`src/ray_obb_slab_intersection_defines.svh`:
```
// ----------------------------------------------------------------------------
// ray_obb_slab_intersection_defines.svh
// Assertion macros shared by the ray / oriented box slab test.
// ----------------------------------------------------------------------------
`ifndef RAY_OBB_SLAB_INTERSECTION_DEFINES_SVH
`define RAY_OBB_SLAB_INTERSECTION_DEFINES_SVH

// Same-cycle implication, sampled on clk, off during reset
`define ROSI_ASSERT_NOW(lbl, ante, cons, msg) \
	lbl: assert property (@(posedge clk) disable iff (!arst_n) (ante) |-> (cons)) \
		else $error(msg);

// Next-cycle implication, sampled on clk, off during reset
`define ROSI_ASSERT_NEXT(lbl, ante, cons, msg) \
	lbl: assert property (@(posedge clk) disable iff (!arst_n) (ante) |=> (cons)) \
		else $error(msg);

`endif

```
`src/rosi_pkg.sv`:
```
// ----------------------------------------------------------------------------
// rosi_pkg
// Widths, register indexes and shared types of the ray / oriented box test.
// ----------------------------------------------------------------------------
package rosi_pkg;

	localparam int DIR_FRAC   = 14;
	localparam int NUM_COMP   = 3;
	localparam int NUM_SLABS  = 3;
	localparam int COORD_W    = 32;
	localparam int DIR_W      = 16;
	localparam int HALF_W     = 31;
	localparam int CFG_W      = 48;
	localparam int THR_W      = 15;
	localparam int CFG_IDX_W  = 2;
	localparam int DIFF_W     = COORD_W + 1;
	localparam int PE_W       = DIR_W + DIFF_W;
	localparam int PF_W       = 2 * DIR_W;
	localparam int E_W        = PE_W + 2;
	localparam int F_W        = PF_W + 2;
	localparam int NUM_W      = E_W + 2;
	localparam int DEN_W      = 32;
	localparam int QUO_W      = 31;
	localparam int LOW_W      = QUO_W - DIR_FRAC;
	localparam int DIV_STAGES = QUO_W;
	localparam int LANE_LAT   = 3 + DIV_STAGES;
	localparam int PIPE_LAT   = 1 + LANE_LAT + 2;

	// register indexes
	localparam logic [CFG_IDX_W-1:0] REG_AXIS_ONE   = 2'd0;
	localparam logic [CFG_IDX_W-1:0] REG_AXIS_TWO   = 2'd1;
	localparam logic [CFG_IDX_W-1:0] REG_AXIS_THREE = 2'd2;
	localparam logic [CFG_IDX_W-1:0] REG_THRESHOLD  = 2'd3;

	localparam logic [CFG_W-1:0] AXIS_ONE_RST   = 48'h0000_0000_4000;
	localparam logic [CFG_W-1:0] AXIS_TWO_RST   = 48'h0000_4000_0000;
	localparam logic [CFG_W-1:0] AXIS_THREE_RST = 48'h4000_0000_0000;

	localparam logic signed [COORD_W-1:0] Q_MAX = 32'sh7FFF_FFFF;
	localparam logic signed [COORD_W-1:0] Q_MIN = 32'sh8000_0000;

	// divider entry: initial remainder, divisor, low dividend bits, overflow and sign
	typedef struct packed {
		logic [DEN_W-1:0] rem;
		logic [DEN_W-1:0] den;
		logic [LOW_W-1:0] low;
		logic             ovf;
		logic             neg;
	} rosi_div_in_t;

	// divider result: quotient magnitude, overflow and sign
	typedef struct packed {
		logic [QUO_W-1:0] quo;
		logic             ovf;
		logic             neg;
	} rosi_quo_t;

	// what one slab lane hands to the merge
	typedef struct packed {
		rosi_quo_t t_a;
		rosi_quo_t t_b;
		logic      par;
		logic      outside;
	} rosi_slab_t;

endpackage

```
`src/rosi_merge.sv`:
```
// ----------------------------------------------------------------------------
// rosi_merge
// Saturates and orders each slab's distances, then narrows the interval.
// ----------------------------------------------------------------------------
module rosi_merge (
	input  logic                                clk,
	input  logic                                en,
	input  rosi_pkg::rosi_slab_t                slab [rosi_pkg::NUM_SLABS],
	output logic                                hit,
	output logic signed [rosi_pkg::COORD_W-1:0] distance
);

	localparam int NS = rosi_pkg::NUM_SLABS;
	localparam int CW = rosi_pkg::COORD_W;

	logic signed [CW-1:0] ta_c [NS], tb_c [NS];
	logic signed [CW-1:0] lo_m1 [NS], hi_m1 [NS];
	logic [NS-1:0]        par_m1, out_m1;
	logic signed [CW-1:0] tmin_c, tmax_c, dist_c;
	logic                 miss_c, hit_c;
	logic                 hit_m2;
	logic signed [CW-1:0] dist_m2;

	// signed, saturated distance from quotient magnitude
	function automatic logic signed [CW-1:0] to_dist(input rosi_pkg::rosi_quo_t x);
		logic signed [CW-1:0] r;
		if (x.neg) begin
			r = x.ovf ? rosi_pkg::Q_MIN : -CW'(x.quo);
		end else begin
			r = x.ovf ? rosi_pkg::Q_MAX : CW'(x.quo);
		end
		return r;
	endfunction

	always_comb begin
		for (int i = 0; i < NS; i++) begin
			ta_c[i] = to_dist(slab[i].t_a);
			tb_c[i] = to_dist(slab[i].t_b);
		end
	end

	// put each slab's pair in order
	always_ff @(posedge clk) begin
		if (en) begin
			for (int i = 0; i < NS; i++) begin
				lo_m1[i]  <= (ta_c[i] > tb_c[i]) ? tb_c[i] : ta_c[i];
				hi_m1[i]  <= (ta_c[i] > tb_c[i]) ? ta_c[i] : tb_c[i];
				par_m1[i] <= slab[i].par;
				out_m1[i] <= slab[i].outside;
			end
		end
	end

	// interval narrowing over the slabs that are not parallel
	always_comb begin
		tmin_c = rosi_pkg::Q_MIN;
		tmax_c = rosi_pkg::Q_MAX;
		miss_c = 1'b0;
		for (int i = 0; i < NS; i++) begin
			if (par_m1[i]) begin
				miss_c = miss_c | out_m1[i];
			end else begin
				if (lo_m1[i] > tmin_c) tmin_c = lo_m1[i];
				if (hi_m1[i] < tmax_c) tmax_c = hi_m1[i];
			end
		end
		hit_c  = !miss_c && (tmin_c <= tmax_c) && !tmax_c[CW-1];
		dist_c = hit_c ? ((tmin_c > 0) ? tmin_c : tmax_c) : '0;
	end

	always_ff @(posedge clk) begin
		if (en) begin
			hit_m2  <= hit_c;
			dist_m2 <= dist_c;
		end
	end

	assign hit      = hit_m2;
	assign distance = dist_m2;

endmodule

```
`config.mk`:
```
export PLATFORM = sky130hd
export DESIGN_NAME = rosi_merge
export DESIGN_NICKNAME = d
export VERILOG_FILES = /design/src/ray_obb_slab_intersection_defines.svh /design/src/rosi_pkg.sv /design/src/rosi_merge.sv
export SDC_FILE = /design/constraint.sdc
export NUM_CORES = 1
export LEC_CHECK = 0
export ABC_AREA = 1
export BUFFER_PORTS_ARGS = -buffer_cell sky130_fd_sc_hd__buf_2
export CELL_PAD_IN_SITES_DETAIL_PLACEMENT = 0
export CELL_PAD_IN_SITES_GLOBAL_PLACEMENT = 1
export CORE_ASPECT_RATIO = 1.25
export CORE_MARGIN = 5
export CORE_UTILIZATION = 45
export CTS_CLUSTER_SIZE = 28
export DETAILED_ROUTE_END_ITERATION = 7
export PLACE_DENSITY_LB_ADDON = 0.1
export SYNTH_ARGS = -nofsm -noshare
export SYNTH_HDL_FRONTEND = slang
export SYNTH_SLANG_ARGS = --single-unit
export TNS_END_PERCENT = 10
```
`constraint.sdc`:
```
create_clock -name clk -period 9.1 [get_ports clk]
set_input_delay 1.82 -clock clk [delete_from_list [all_inputs] [get_ports clk]]
set_output_delay 1.82 -clock clk [all_outputs]
set_load 0.01 [all_outputs]
```
==> results.json <==
{
  "startpoint_type": "flop",
  "fin_worst_skew_ns": 0.0148,
  "arrival_ns": 8.65,
  "cts_tree": "yes",
  "p_leak_nw": 12.1,
  "synth_top_area_frac": 0.297,
  "ys.flop_type": "edfxtp_1",
  "cts-buffers-inserted": 26,
  "peakVddDrop_v": 0.000150,
  "pre_cts_slack_ns": 0.973,
  "worstSetupPathType": "reg -> reg",
  "hp-class": "reg -> reg",
  "fp.dieW_um": 214,
  "syn-cell-area_sq_um": 23400,
  "finalSetupTns_ns": 0,
  "path_depth": 38,
  "grt_pass1_vias": 21800,
  "overflow": 0,
  "critPathMaxStageDelay_ns": 0.57,
  "max_freq_mhz": 121,
  "wl_um": 83500,
  "grt_max_degree": 129,
  "via_per_inst": 5.54,
  "grt_setup_unrepaired": "false",
  "layout.nets": 3839,
  "worstSetupEndpointType": "flop",
  "ys_top_cells_by_count": "604 x nand2_1, 444 x nor2_1, 370 x inv_1",
  "critPathMostFrequentCell": "nor2_1",
  "cpMaxStageDelayCell": "o21ai_0",
  "final_area_sq_um": 25800,
  "detail_route.wl_per_cell_um": 20.6,
  "dieArea_sq_um": 56600,
  "first_pass_iters": 6,
  "synth_edf_count": 231,
  "ys_ff_latch": 231,
  "yosysTopAreaCell": "edfxtp_1",
  "synth_compound_area_frac": 0.156,
  "initial_core_util": 0.454,
  "synth_top_family_by_area": "simple AND/OR/NAND/NOR gates",
  "post_cts_buffers": 0,
  "dp_cells": 4010,
  "period_share": 0.906,
  "critPathBufInv": 7,
  "cts_root_buf": "clkbuf_16",
  "cts_resized": 0,
  "setup_violations": 0,
  "maxCapViolCount": 0,
  "cts_buffer_depth": 3,
  "vias": 22500,
  "yosysWarnings": 0,
  "io_pins": 239,
  "gp_congestion": 0.954,
  "crit_path_start": "par_m1[0]",
  "yosys.area_share.simple": 0.258,
  "r2r-start": "par_m1[0]",
  "ant_nets": 0,
  "syn_nets": 3684,
  "hpwl_um": 70200,
  "ys_seq_area_frac": 0.297,
  "worst_slack_ns": 0.851,
  "die_height_um": 265,
  "required_ns": 9.51,
  "r2r_slack_ns": 0.85,
  "power.total_mw": 6.11,
  "final_util": 0.501,
  "hold_viol": 0,
  "r2r_cells": 38,
  "synth_area_leaders": "edfxtp_1 30%, ha_1 14%, nand2_1 9.7%",
  "avgSynthCellArea_sq_um": 7.27,
  "hold_slack_ns": 0.768,
  "rows": 93,
  "core_sq_um": 51500,
  "reg2reg_to": "distance[20]",
  "critical_path.top_delay_family": "compound AO/OA/AOI/OAI gates",
  "drt_iter0_drc": 1751,
  "status": "finished clean",
  "area_delta_synth_final_pct": 10.5,
  "ys_types": 63,
  "synthXorXnorAreaFrac": 0.0621,
  "path_clk_slew_ns": 0.06,
  "muxShareOfSynthArea": 0,
  "drc": 0,
  "portBuffers": 238,
  "cts.sinks": 231,
  "antenna_found_initial": 0,
  "cts_hold_buf": 0,
  "synth_cells": 3218,
  "final_cells": 4056,
  "drive_above_1_share": 0.124,
  "p_per_area_nw_per_um2": 236,
  "period_needed_ns": 8.25,
  "slew_violations": 0,
  "nFillCells": 5141,
  "clkLatencyLatePin_ns": 0.56,
  "slew_headroom": 0.263,
  "worst_pin_slew_ns": 1.10,
  "crit_fanout": 65,
  "htreeDepth": 1,
  "yosysMostFrequentCell": "nand2_1",
  "grt_pass1_wl_um": 124000,
  "async_reset_ff_frac": 0,
  "dpl_cell_area_sq_um": 25000,
  "diodes": 0,
  "grtUsageTotal": 0.285,
  "crit_end": "distance[20]",
  "synthAdderAreaFrac": 0.139
}
-- worst min path at each step --
stage / startpoint / to / slack, ns / depth (start not counted)
after floorplan: out_m1[2] / hit / 0.64 / 3
after global placement: out_m1[2] / hit / 0.74 / 3
after detailed placement: out_m1[2] / hit / 0.75 / 3
after CTS: out_m1[2] / hit / 0.77 / 3
after global routing: out_m1[2] / hit / 0.77 / 3
final: out_m1[2] / hit / 0.77 / 3
-- cell type report --
class	instances	area, sq um	area share
multi-input cells	2470	14400	0.558
flip-flops and latches	231	6940	0.268
inverters	381	1430	0.0553
repair buffers	263	1400	0.0542
well taps	665	832	0.0322
clock buffers	29	662	0.0256
clock inverters	17	174	0.00673
-- state kept, by name, summed over array words and instances, names as in the netlist --
| signal | count |
|---|---|
| distance | 32 |
| hi_m1 | 96 |
| hit | 1 |
| lo_m1 | 96 |
| out_m1 | 3 |
| par_m1 | 3 |
-- tightest hold or removal path, stage by stage, from the launching register on --
cell and delay [ns]:
edfxtp_1 0.34, nand2_1 0.07, nand4_1 0.11, a21oi_1 0.07
-- metal layers --
metal / up-vias / track usage / share of wire / routed length, um
met5: - / 0 / 0 / 0
met4: 0 / 0.143 / 0.062 / 5210
met3: 188 / 0.0187 / 0.034 / 2820
met2: 619 / 0.527 / 0.52 / 43400
met1: 10500 / 0.326 / 0.38 / 32100
li1: 11200 / - / - / -
-- cells by family (layout without fill, tap and decap cells) --
family,count (synthesis),count (layout)
and+or+nand+nor,1403,1403
AOI/OAI and AO/OA,641,641
buffers and inverters,517,690
adders and majority gates,260,260
DFF,231,231
xor gates and xnor gates,165,165
other,1,1
-- power breakdown --
| group | switching, mW | leakage [nW] | internal, mW | total (mW) |
|---|---|---|---|---|
| Combinational | 2.27 | 9.45 | 1.11 | 3.38 |
| Sequential | 0.202 | 2.28 | 1.49 | 1.69 |
| Clock | 0.433 | 0.404 | 0.608 | 1.04 |
-- layout by cell type (no fill, tap or decap), drive strengths merged, types with 2 or more instances in the layout --
cell type / n
nand2: 616
xnor2: 58
nor3: 59
a31o: 4
bufinv: 3
or3: 3
o31ai: 11
clkbuf: 30
nor4: 33
a211oi: 16
o221ai: 9
nand4: 63
o21ai: 370
a21oi: 172
o41ai: 5
nor2: 447
edfxtp: 231
or2: 38
o2111ai: 5
and2: 2
o21a: 16
a21o: 4
ha: 260
clkinv: 14
o211ai: 9
a221oi: 2
xor2: 107
nor4b: 3
a31oi: 11
inv: 380
buf: 262
nand3: 136
o21bai: 2
Note: power is estimated with default switching activity, not from simulation.
